File: config.mk
export PLATFORM = sky130hd
export DESIGN_NAME = hsl_to_rgb_converter
export DESIGN_NICKNAME = d
export VERILOG_FILES = /design/src/hdl/h2r_pkg.sv /design/src/hdl/hsl_to_rgb_converter.sv /design/src/hdl/h2r_hue_seg.sv /design/src/hdl/h2r_qp_calc.sv /design/src/hdl/h2r_ramp.sv /design/src/hdl/h2r_byte_out.sv
export SDC_FILE = /design/constraint.sdc
export NUM_CORES = 2
export LEC_CHECK = 0
export ABC_CLOCK_PERIOD_IN_PS = 10800
export BUFFER_PORTS_ARGS = -buffer_cell sky130_fd_sc_hd__buf_2
export CAP_MARGIN = 25
export CORE_MARGIN = 5
export CORE_UTILIZATION = 30
export DETAILED_ROUTE_END_ITERATION = 10
export GPL_TIMING_DRIVEN = 0
export HOLD_SLACK_MARGIN = 0.1
export SYNTH_ARGS = -nofsm -noshare
export SYNTH_HDL_FRONTEND = slang
export SYNTH_SLANG_ARGS = --single-unit
File: constraint.sdc
create_clock -name clk -period 10.8 [get_ports clk]
set_input_delay 1.08 -clock clk [delete_from_list [all_inputs] [get_ports clk]]
set_output_delay 1.08 -clock clk [all_outputs]
set_load 0.05 [all_outputs]
File: src/hdl/h2r_pkg.sv
// ----------------------------------------------------------------------------
// h2r_pkg
// Shared types and constants for the HSL to RGB converter pipeline.
// ----------------------------------------------------------------------------
package h2r_pkg;

  localparam int FRAC_BITS_DEF = 16;
  localparam int NUM_STAGES    = 5;
  localparam int NUM_CHAN      = 3;

  localparam int CH_R = 0;
  localparam int CH_G = 1;
  localparam int CH_B = 2;

  // hue ramp segment: rising edge, plateau at q, falling edge, floor at p
  typedef enum logic [1:0] {
    SEG_RISE,
    SEG_FLAT,
    SEG_FALL,
    SEG_LOW
  } seg_t;

endpackage

File: src/hdl/hsl_to_rgb_converter.sv
// Pipeline: each accepted transaction passes through stages 1 to 5 in order.
// Throughput: one transaction per cycle while out_stall is low; five register
//   stages, each stage moves whenever it is empty or the stage after it moves.
// Reset: synchronous active-low rst_n clears all stage valid bits; data
//   registers are not reset.
// ----------------------------------------------------------------------------
// hsl_to_rgb_converter
// HSL to 8-bit RGB conversion pipeline: hue segmenting and q/p in stages
// 1-2, hue ramp in stages 3-4, byte scaling in stage 5.
// ----------------------------------------------------------------------------
module hsl_to_rgb_converter #(
  parameter int FRAC_BITS = h2r_pkg::FRAC_BITS_DEF
) (
  input  logic                 clk,
  input  logic                 rst_n,
  input  logic                 in_valid,
  output logic                 in_stall,
  input  logic [FRAC_BITS-1:0] in_hue,
  input  logic [FRAC_BITS:0]   in_saturation,
  input  logic [FRAC_BITS:0]   in_lightness,
  output logic                 out_valid,
  input  logic                 out_stall,
  output logic [7:0]           out_red,
  output logic [7:0]           out_green,
  output logic [7:0]           out_blue
);

  localparam int NS = h2r_pkg::NUM_STAGES;

  logic [NS-1:0] vld_r;
  logic [NS-1:0] vld_nxt;
  logic [NS-1:0] rdy;

  h2r_pkg::seg_t               seg   [h2r_pkg::NUM_CHAN];
  logic [FRAC_BITS:0]          w     [h2r_pkg::NUM_CHAN];
  logic signed [FRAC_BITS+3:0] q;
  logic signed [FRAC_BITS+3:0] p;
  logic signed [FRAC_BITS+4:0] diff;
  logic [FRAC_BITS:0]          l2;
  logic                        zero2;
  logic signed [FRAC_BITS+4:0] chan  [h2r_pkg::NUM_CHAN];
  logic [7:0]                  bytes [h2r_pkg::NUM_CHAN];

  always_comb begin
    rdy[NS-1] = !vld_r[NS-1] || !out_stall;
    for (int k = NS - 2; k >= 0; k--) begin
      rdy[k] = !vld_r[k] || rdy[k+1];
    end
    vld_nxt[0] = rdy[0] ? in_valid : vld_r[0];
    for (int k = 1; k < NS; k++) begin
      vld_nxt[k] = rdy[k] ? vld_r[k-1] : vld_r[k];
    end
  end

  always_ff @(posedge clk) begin
    if (!rst_n) begin
      vld_r <= '0;
    end else begin
      vld_r <= vld_nxt;
    end
  end

  assign in_stall  = !rdy[0];
  assign out_valid = vld_r[NS-1];

  h2r_hue_seg #(.FRAC_BITS(FRAC_BITS)) u_hue_seg (
    .clk   (clk),
    .ld1   (rdy[0]),
    .ld2   (rdy[1]),
    .hue   (in_hue),
    .seg_o (seg),
    .w_o   (w)
  );

  h2r_qp_calc #(.FRAC_BITS(FRAC_BITS)) u_qp_calc (
    .clk        (clk),
    .ld1        (rdy[0]),
    .ld2        (rdy[1]),
    .saturation (in_saturation),
    .lightness  (in_lightness),
    .q_o        (q),
    .p_o        (p),
    .diff_o     (diff),
    .l_o        (l2),
    .zero_o     (zero2)
  );

  h2r_ramp #(.FRAC_BITS(FRAC_BITS)) u_ramp (
    .clk    (clk),
    .ld3    (rdy[2]),
    .ld4    (rdy[3]),
    .seg_i  (seg),
    .w_i    (w),
    .q_i    (q),
    .p_i    (p),
    .diff_i (diff),
    .l_i    (l2),
    .zero_i (zero2),
    .chan_o (chan)
  );

  h2r_byte_out #(.FRAC_BITS(FRAC_BITS)) u_byte_out (
    .clk    (clk),
    .ld5    (rdy[4]),
    .chan_i (chan),
    .byte_o (bytes)
  );

  assign out_red   = bytes[h2r_pkg::CH_R];
  assign out_green = bytes[h2r_pkg::CH_G];
  assign out_blue  = bytes[h2r_pkg::CH_B];

`ifndef SYNTHESIS
  a_accept_enters: assert property (@(posedge clk) disable iff (!rst_n)
    in_valid && !in_stall |=> vld_r[0])
    else $error("accepted transaction did not enter stage 1");

  a_full_blocks: assert property (@(posedge clk) disable iff (!rst_n)
    (&vld_r) && out_stall |-> in_stall)
    else $error("full stalled pipeline took a transaction");

  a_stage_holds: assert property (@(posedge clk) disable iff (!rst_n)
    vld_r[NS-2] && !rdy[NS-1] |=> vld_r[NS-2] && vld_r[NS-1])
    else $error("blocked stage dropped its transaction");

  a_bubble_ready: assert property (@(posedge clk) disable iff (!rst_n)
    !(&vld_r) |-> !in_stall)
    else $error("pipeline with a free stage stalled input");
`endif

endmodule

File: src/hdl/h2r_hue_seg.sv
// ----------------------------------------------------------------------------
// h2r_hue_seg
// Hue path, stages 1 and 2: scales hue by six, offsets and wraps the ramp
// argument per channel, and picks the ramp segment and its slope weight.
// ----------------------------------------------------------------------------
module h2r_hue_seg #(
  parameter int FRAC_BITS = h2r_pkg::FRAC_BITS_DEF
) (
  input  logic                 clk,
  input  logic                 ld1,
  input  logic                 ld2,
  input  logic [FRAC_BITS-1:0] hue,
  output h2r_pkg::seg_t        seg_o [h2r_pkg::NUM_CHAN],
  output logic [FRAC_BITS:0]   w_o   [h2r_pkg::NUM_CHAN]
);

  localparam int TW = FRAC_BITS + 3;
  localparam int WW = FRAC_BITS + 1;
  localparam logic [TW-1:0] T1 = TW'(1) << FRAC_BITS;
  localparam logic [TW-1:0] T2 = TW'(2) << FRAC_BITS;
  localparam logic [TW-1:0] T3 = TW'(3) << FRAC_BITS;
  localparam logic [TW-1:0] T4 = TW'(4) << FRAC_BITS;

  logic [TW-1:0]  h6;
  logic [TW-1:0]  t     [h2r_pkg::NUM_CHAN];
  h2r_pkg::seg_t  seg_nxt [h2r_pkg::NUM_CHAN];
  logic [WW-1:0]  w_nxt   [h2r_pkg::NUM_CHAN];
  h2r_pkg::seg_t  seg1_r  [h2r_pkg::NUM_CHAN];
  logic [WW-1:0]  w1_r    [h2r_pkg::NUM_CHAN];
  h2r_pkg::seg_t  seg2_r  [h2r_pkg::NUM_CHAN];
  logic [WW-1:0]  w2_r    [h2r_pkg::NUM_CHAN];

  always_comb begin
    h6 = (TW'(hue) << 2) + (TW'(hue) << 1);
    t[h2r_pkg::CH_R] = (h6 > T4) ? h6 - T4 : h6 + T2;
    t[h2r_pkg::CH_G] = h6;
    t[h2r_pkg::CH_B] = (h6 < T2) ? h6 + T4 : h6 - T2;
    for (int k = 0; k < h2r_pkg::NUM_CHAN; k++) begin
      if (t[k] < T1) begin
        seg_nxt[k] = h2r_pkg::SEG_RISE;
        w_nxt[k]   = WW'(t[k]);
      end else if (t[k] < T3) begin
        seg_nxt[k] = h2r_pkg::SEG_FLAT;
        w_nxt[k]   = '0;
      end else if (t[k] < T4) begin
        seg_nxt[k] = h2r_pkg::SEG_FALL;
        w_nxt[k]   = WW'(T4 - t[k]);
      end else begin
        seg_nxt[k] = h2r_pkg::SEG_LOW;
        w_nxt[k]   = '0;
      end
    end
  end

  always_ff @(posedge clk) begin
    if (ld1) begin
      seg1_r <= seg_nxt;
      w1_r   <= w_nxt;
    end
    if (ld2) begin
      seg2_r <= seg1_r;
      w2_r   <= w1_r;
    end
  end

  assign seg_o = seg2_r;
  assign w_o   = w2_r;

endmodule

File: src/hdl/h2r_qp_calc.sv
// ----------------------------------------------------------------------------
// h2r_qp_calc
// Stages 1 and 2: one multiply of lightness by (1+s) or s, then q, p and
// the ramp span q - p.
// ----------------------------------------------------------------------------
module h2r_qp_calc #(
  parameter int FRAC_BITS = h2r_pkg::FRAC_BITS_DEF
) (
  input  logic                        clk,
  input  logic                        ld1,
  input  logic                        ld2,
  input  logic [FRAC_BITS:0]          saturation,
  input  logic [FRAC_BITS:0]          lightness,
  output logic signed [FRAC_BITS+3:0] q_o,
  output logic signed [FRAC_BITS+3:0] p_o,
  output logic signed [FRAC_BITS+4:0] diff_o,
  output logic [FRAC_BITS:0]          l_o,
  output logic                        zero_o
);

  localparam int UW = FRAC_BITS + 1;
  localparam int BW = FRAC_BITS + 2;
  localparam int MW = UW + BW;
  localparam int QW = FRAC_BITS + 4;
  localparam int DW = FRAC_BITS + 5;
  localparam logic [UW-1:0] HALF = UW'(1) << (FRAC_BITS - 1);
  localparam logic [BW-1:0] ONE  = BW'(1) << FRAC_BITS;

  logic                 lo;
  logic [BW-1:0]        mul_b;
  logic [MW-1:0]        prod_nxt;
  logic [MW-1:0]        prod1_r;
  logic [UW-1:0]        l1_r;
  logic [UW-1:0]        s1_r;
  logic                 lo1_r;
  logic                 zero1_r;
  logic [QW-1:0]        q_u;
  logic signed [QW-1:0] q_nxt;
  logic signed [QW-1:0] p_nxt;
  logic signed [DW-1:0] diff_nxt;
  logic signed [QW-1:0] q2_r;
  logic signed [QW-1:0] p2_r;
  logic signed [DW-1:0] diff2_r;
  logic [UW-1:0]        l2_r;
  logic                 zero2_r;

  always_comb begin
    lo       = (lightness < HALF);
    mul_b    = lo ? ONE + BW'(saturation) : BW'(saturation);
    prod_nxt = MW'(lightness) * MW'(mul_b);
  end

  always_ff @(posedge clk) begin
    if (ld1) begin
      prod1_r <= prod_nxt;
      l1_r    <= lightness;
      s1_r    <= saturation;
      lo1_r   <= lo;
      zero1_r <= (saturation == '0);
    end
  end

  always_comb begin
    if (lo1_r) begin
      q_u = QW'(prod1_r >> FRAC_BITS);
    end else begin
      q_u = QW'(l1_r) + QW'(s1_r) - QW'(prod1_r >> FRAC_BITS);
    end
    q_nxt    = $signed(q_u);
    p_nxt    = $signed(QW'(l1_r) << 1) - q_nxt;
    diff_nxt = DW'(q_nxt) - DW'(p_nxt);
  end

  always_ff @(posedge clk) begin
    if (ld2) begin
      q2_r    <= q_nxt;
      p2_r    <= p_nxt;
      diff2_r <= diff_nxt;
      l2_r    <= l1_r;
      zero2_r <= zero1_r;
    end
  end

  assign q_o    = q2_r;
  assign p_o    = p2_r;
  assign diff_o = diff2_r;
  assign l_o    = l2_r;
  assign zero_o = zero2_r;

endmodule

File: src/hdl/h2r_ramp.sv
// ----------------------------------------------------------------------------
// h2r_ramp
// Stages 3 and 4: slope products per channel, then segment select into the
// channel value (lightness for gray).
// ----------------------------------------------------------------------------
module h2r_ramp #(
  parameter int FRAC_BITS = h2r_pkg::FRAC_BITS_DEF
) (
  input  logic                        clk,
  input  logic                        ld3,
  input  logic                        ld4,
  input  h2r_pkg::seg_t               seg_i [h2r_pkg::NUM_CHAN],
  input  logic [FRAC_BITS:0]          w_i   [h2r_pkg::NUM_CHAN],
  input  logic signed [FRAC_BITS+3:0] q_i,
  input  logic signed [FRAC_BITS+3:0] p_i,
  input  logic signed [FRAC_BITS+4:0] diff_i,
  input  logic [FRAC_BITS:0]          l_i,
  input  logic                        zero_i,
  output logic signed [FRAC_BITS+4:0] chan_o [h2r_pkg::NUM_CHAN]
);

  localparam int QW = FRAC_BITS + 4;
  localparam int DW = FRAC_BITS + 5;
  localparam int PW = DW + FRAC_BITS + 2;
  localparam int CW = FRAC_BITS + 5;
  localparam int UW = FRAC_BITS + 1;

  logic signed [PW-1:0] prod_nxt [h2r_pkg::NUM_CHAN];
  logic signed [PW-1:0] prod3_r  [h2r_pkg::NUM_CHAN];
  h2r_pkg::seg_t        seg3_r   [h2r_pkg::NUM_CHAN];
  logic signed [QW-1:0] q3_r;
  logic signed [QW-1:0] p3_r;
  logic [UW-1:0]        l3_r;
  logic                 zero3_r;
  logic signed [CW-1:0] c_nxt    [h2r_pkg::NUM_CHAN];
  logic signed [CW-1:0] c4_r     [h2r_pkg::NUM_CHAN];

  always_comb begin
    for (int k = 0; k < h2r_pkg::NUM_CHAN; k++) begin
      prod_nxt[k] = diff_i * $signed({1'b0, w_i[k]});
    end
  end

  always_ff @(posedge clk) begin
    if (ld3) begin
      prod3_r <= prod_nxt;
      seg3_r  <= seg_i;
      q3_r    <= q_i;
      p3_r    <= p_i;
      l3_r    <= l_i;
      zero3_r <= zero_i;
    end
  end

  always_comb begin
    for (int k = 0; k < h2r_pkg::NUM_CHAN; k++) begin
      if (zero3_r) begin
        c_nxt[k] = CW'(l3_r);
      end else begin
        case (seg3_r[k]) inside
          h2r_pkg::SEG_RISE,
          h2r_pkg::SEG_FALL: c_nxt[k] = CW'(p3_r) + CW'(prod3_r[k] >>> FRAC_BITS);
          h2r_pkg::SEG_FLAT: c_nxt[k] = CW'(q3_r);
          default:           c_nxt[k] = CW'(p3_r);
        endcase
      end
    end
  end

  always_ff @(posedge clk) begin
    if (ld4) begin
      c4_r <= c_nxt;
    end
  end

  assign chan_o = c4_r;

endmodule

File: src/hdl/h2r_byte_out.sv
// ----------------------------------------------------------------------------
// h2r_byte_out
// Stage 5: scales each channel by 255, floors and clamps to 0..255.
// ----------------------------------------------------------------------------
module h2r_byte_out #(
  parameter int FRAC_BITS = h2r_pkg::FRAC_BITS_DEF
) (
  input  logic                        clk,
  input  logic                        ld5,
  input  logic signed [FRAC_BITS+4:0] chan_i [h2r_pkg::NUM_CHAN],
  output logic [7:0]                  byte_o [h2r_pkg::NUM_CHAN]
);

  localparam int CW = FRAC_BITS + 5;
  localparam int MW = CW + 8;
  localparam logic signed [MW-1:0] MAX_B = MW'(255);

  logic signed [MW-1:0] m [h2r_pkg::NUM_CHAN];
  logic signed [MW-1:0] v [h2r_pkg::NUM_CHAN];
  logic [7:0]           b_nxt [h2r_pkg::NUM_CHAN];
  logic [7:0]           b5_r  [h2r_pkg::NUM_CHAN];

  always_comb begin
    for (int k = 0; k < h2r_pkg::NUM_CHAN; k++) begin
      m[k] = (MW'(chan_i[k]) <<< 8) - MW'(chan_i[k]);
      v[k] = m[k] >>> FRAC_BITS;
      if (v[k] < 0) begin
        b_nxt[k] = 8'd0;
      end else if (v[k] > MAX_B) begin
        b_nxt[k] = 8'hff;
      end else begin
        b_nxt[k] = v[k][7:0];
      end
    end
  end

  always_ff @(posedge clk) begin
    if (ld5) begin
      b5_r <= b_nxt;
    end
  end

  assign byte_o = b5_r;

endmodule

==> impl_results.md <==
- Synth Flop Type: edfxtp_1
- Final core occ: 0.329
- #FFs+latches synth: 458
- Yosys cell types: 99
- Die W: 492 µm
- Slew margin rel.: 0.235
- Worst Slack Setup Final: 1580 ps
- TritonCTS clock tree: yes
- Pin count of the biggest net entering global routing: 105
- Post-synth EDFFs: 453
- Synth Cell Area: 69600 µm²
- Routability congestion estimate: 0.925
- DRC viols: 0
- CP Launch Type: register
- Fmax achieved: 0.108 GHz
- Final hold vios: 0
- WL final: 203000 µm
- Area growth from synthesis to layout: 8.84%
- Buffers added on ports: 79
- Outcome: finished clean
- Die area: 242000 µm²
- Initial antenna violation count: 12
- Core Area: 230000 µm²
- Total number of vias: 49700
- DR iter-0 viols: 3396
- Nets: 9126
- Syn. warnings: 0
- Number of gates resized after cts: 0
- Initial DRT Pass Iterations: 8
- Chip height: 492 µm
- Avg Cell Area, Syn: 9.80 µm²
- Clk pin slew, worst setup/hold paths: 70 ps
- Sequential fraction of the synthesis area: 0.197
- Worst slack at placement: 931 ps
- Antenna Nets Post-Route: 0
- Least-Margin Pin Slew: 1150 ps
- Period utilization: 0.854
- CTS buffer count: 49
- Setup Buffers After CTS: 0
- Mapped Cells: 7104
- Total of max-cap violations: 0
- Io pins: 80
- First-pass GRT wire length: 313000 µm
- Fillers: 23600
- Clk root buf: clkbuf_16
- Clock Latency Late Sink: 660 ps
- Final setup vio count: 0
- Worst endpoint required time: 11170 ps
- Clock sinks: 458
- Critical Path End Type: register
- H-tree depth: 2
- Cts hold-fix bufs: 0
- Worst Path Max Fanout: 10
- Fin crit period: 9220 ps
- Initial Util: 0.302
- Wirelength per Cell: 19.7 µm
- Fraction of layout cells with a size suffix above 1: 0.0320
- Grt ovf: 0
- RSZ-0062 raised after global routing: false
- Vias per inst: 4.81
- Hpwl dp: 170000 µm
- Worst EP arrival: 9590 ps
- Min-delay worst type: reg -> reg
- Post-synth ARST share: 0
- Sum Neg Setup Slack: 0 ps
- Final slew viol count: 0
- Worst clock skew: 45.3 ps
- Clock buffer depth: 3
- Critical path type: reg -> reg
- Area after DPL: 74100 µm²
- Rows: 176
- Total GRT Usage: 0.167
- Vias in the first global route: 52700
- Fin area: 75700 µm²
-- cell usage after synthesis (52+ instances only) --
cell type     n  share of area
inv_1      1445          0.078
nand2_1     833          0.045
xnor2_1     194          0.024
edfxtp_1    453           0.20
nor3_1       58         0.0042
o21ai_0     154          0.011
nor2_1      232          0.013
o21a_1       52         0.0056
clkbuf_1    280          0.015
a21o_1       74         0.0080
fa_1       1189           0.34
and2_1      619          0.056
ha_1        616           0.11
a21oi_1     212          0.015
xor2_1       68         0.0086
-- registers in the layout, indices dropped and copies added (netlist names), 20 cells and up --
register,count
u_ramp.chan_o,63
u_byte_out.byte_o,24
u_qp_calc.diff_o,20
u_qp_calc.p_o,20
u_ramp.prod3_r,63
u_ramp.p3_r,20
u_hue_seg.w_o,48
u_hue_seg.w1_r,48
-- per-stage QoR --
| step | hold WS (ps) | std cells |
|---|---|---|
| after floorplan | 400 | 7126 |
| after global placement | 402 | 10200 |
| after detailed placement | 405 | 10200 |
| after CTS | 375 | 10300 |
| after global routing | 392 | 10300 |
| final | 380 | 10300 |
-- area by class of cell --
type	count	area [µm²]	share of cell area
flip-flops and latches	458	13700	0.181
inverters	1450	5450	0.0719
repair buffers	90	613	0.00809
clock inverters	36	399	0.00527
plain buffers	300	1180	0.0156
diodes	3	7.51	0.0000991
multi-input cells	4918	49400	0.652
well taps	3026	3790	0.0500
clock buffers	52	1240	0.0163
-- cells by family (layout without fill, tap and decap cells) --
kind of cell	after synthesis	in the layout	share of synthesized area
and+or+nand+nor	1985	1985	0.140
AOI/OAI and AO/OA	776	776	0.0727
buffers and inverters	1750	1928	0.0952
DFF	458	458	0.197
muxes	61	61	0.00897
other	2	27	0.000108
xor gates and xnor gates	263	263	0.0332
adders and majority gates	1809	1809	0.453
-- final timing paths --
kind / from / end / slack [ps] / depth (start not counted)
max reg2reg: u_qp_calc.diff_o[12]$_DFFE_PP_ / u_ramp.prod3_r[72]$_DFFE_PP_ / 1580 / 24
min reg2reg: u_qp_calc.p_o[4]$_DFFE_PP_ / u_ramp.p3_r[4]$_DFFE_PP_ / 380 / 0
min: u_qp_calc.p_o[4]$_DFFE_PP_ / u_ramp.p3_r[4]$_DFFE_PP_ / 380 / 0
max: u_qp_calc.diff_o[12]$_DFFE_PP_ / u_ramp.prod3_r[72]$_DFFE_PP_ / 1580 / 24
-- cells in the final DEF (no fill, tap or decap), types with 22 or more instances in the layout --
cell type  netlist  routed
a21boi_0        24      24
nor2b_1         40      40
xnor2_1        194     194
clkbuf_1       280     283
and2_1         619     619
fa_1          1189    1189
o21ai_0        154     154
nand2_1        833     832
nor3_1          58      58
nand2b_1        37      37
a31oi_1         29      29
and3_1          23      23
conb_1           2      24
buf_2            2      81
clkbuf_16        0      49
inv_1         1445    1443
a211oi_1        25      25
ha_1           616     616
edfxtp_1       453     453
o21bai_1        22      22
a21o_1          74      74
o31a_1          22      22
a21oi_1        212     212
nor2_1         232     232
mux2i_1         50      50
xor2_1          68      68
o22ai_1         33      33
o21a_1          52      52
nand3_1         48      47
-- per-layer routing --
layer,track usage,vias to the layer above,share of wire
met5,0,-,0.00052
met4,0.0634,14,0.044
met3,0.0288,378,0.071
met2,0.279,1681,0.47
met1,0.216,25100,0.42
li1,-,22500,-
-- worst max-delay path, stage by stage (launching register included) --
cell	delay (ps)
edfxtp_1	530
clkbuf_1	870
clkbuf_1	650
nand2_1	170
fa_1	570
inv_1	50
fa_1	550
inv_1	60
fa_1	490
inv_1	50
fa_1	540
inv_1	50
fa_1	530
inv_1	70
fa_1	440
ha_1	270
or3_1	390
o21a_1	230
a41oi_1	410
o21ai_0	450
a221oi_1	710
a21oi_1	240
a21o_1	250
a211oi_1	240
nor2_1	70
Power is left out: the tool's default activity adds up to more than one toggle a clock period on the data nets, which glitch-free logic cannot reach.
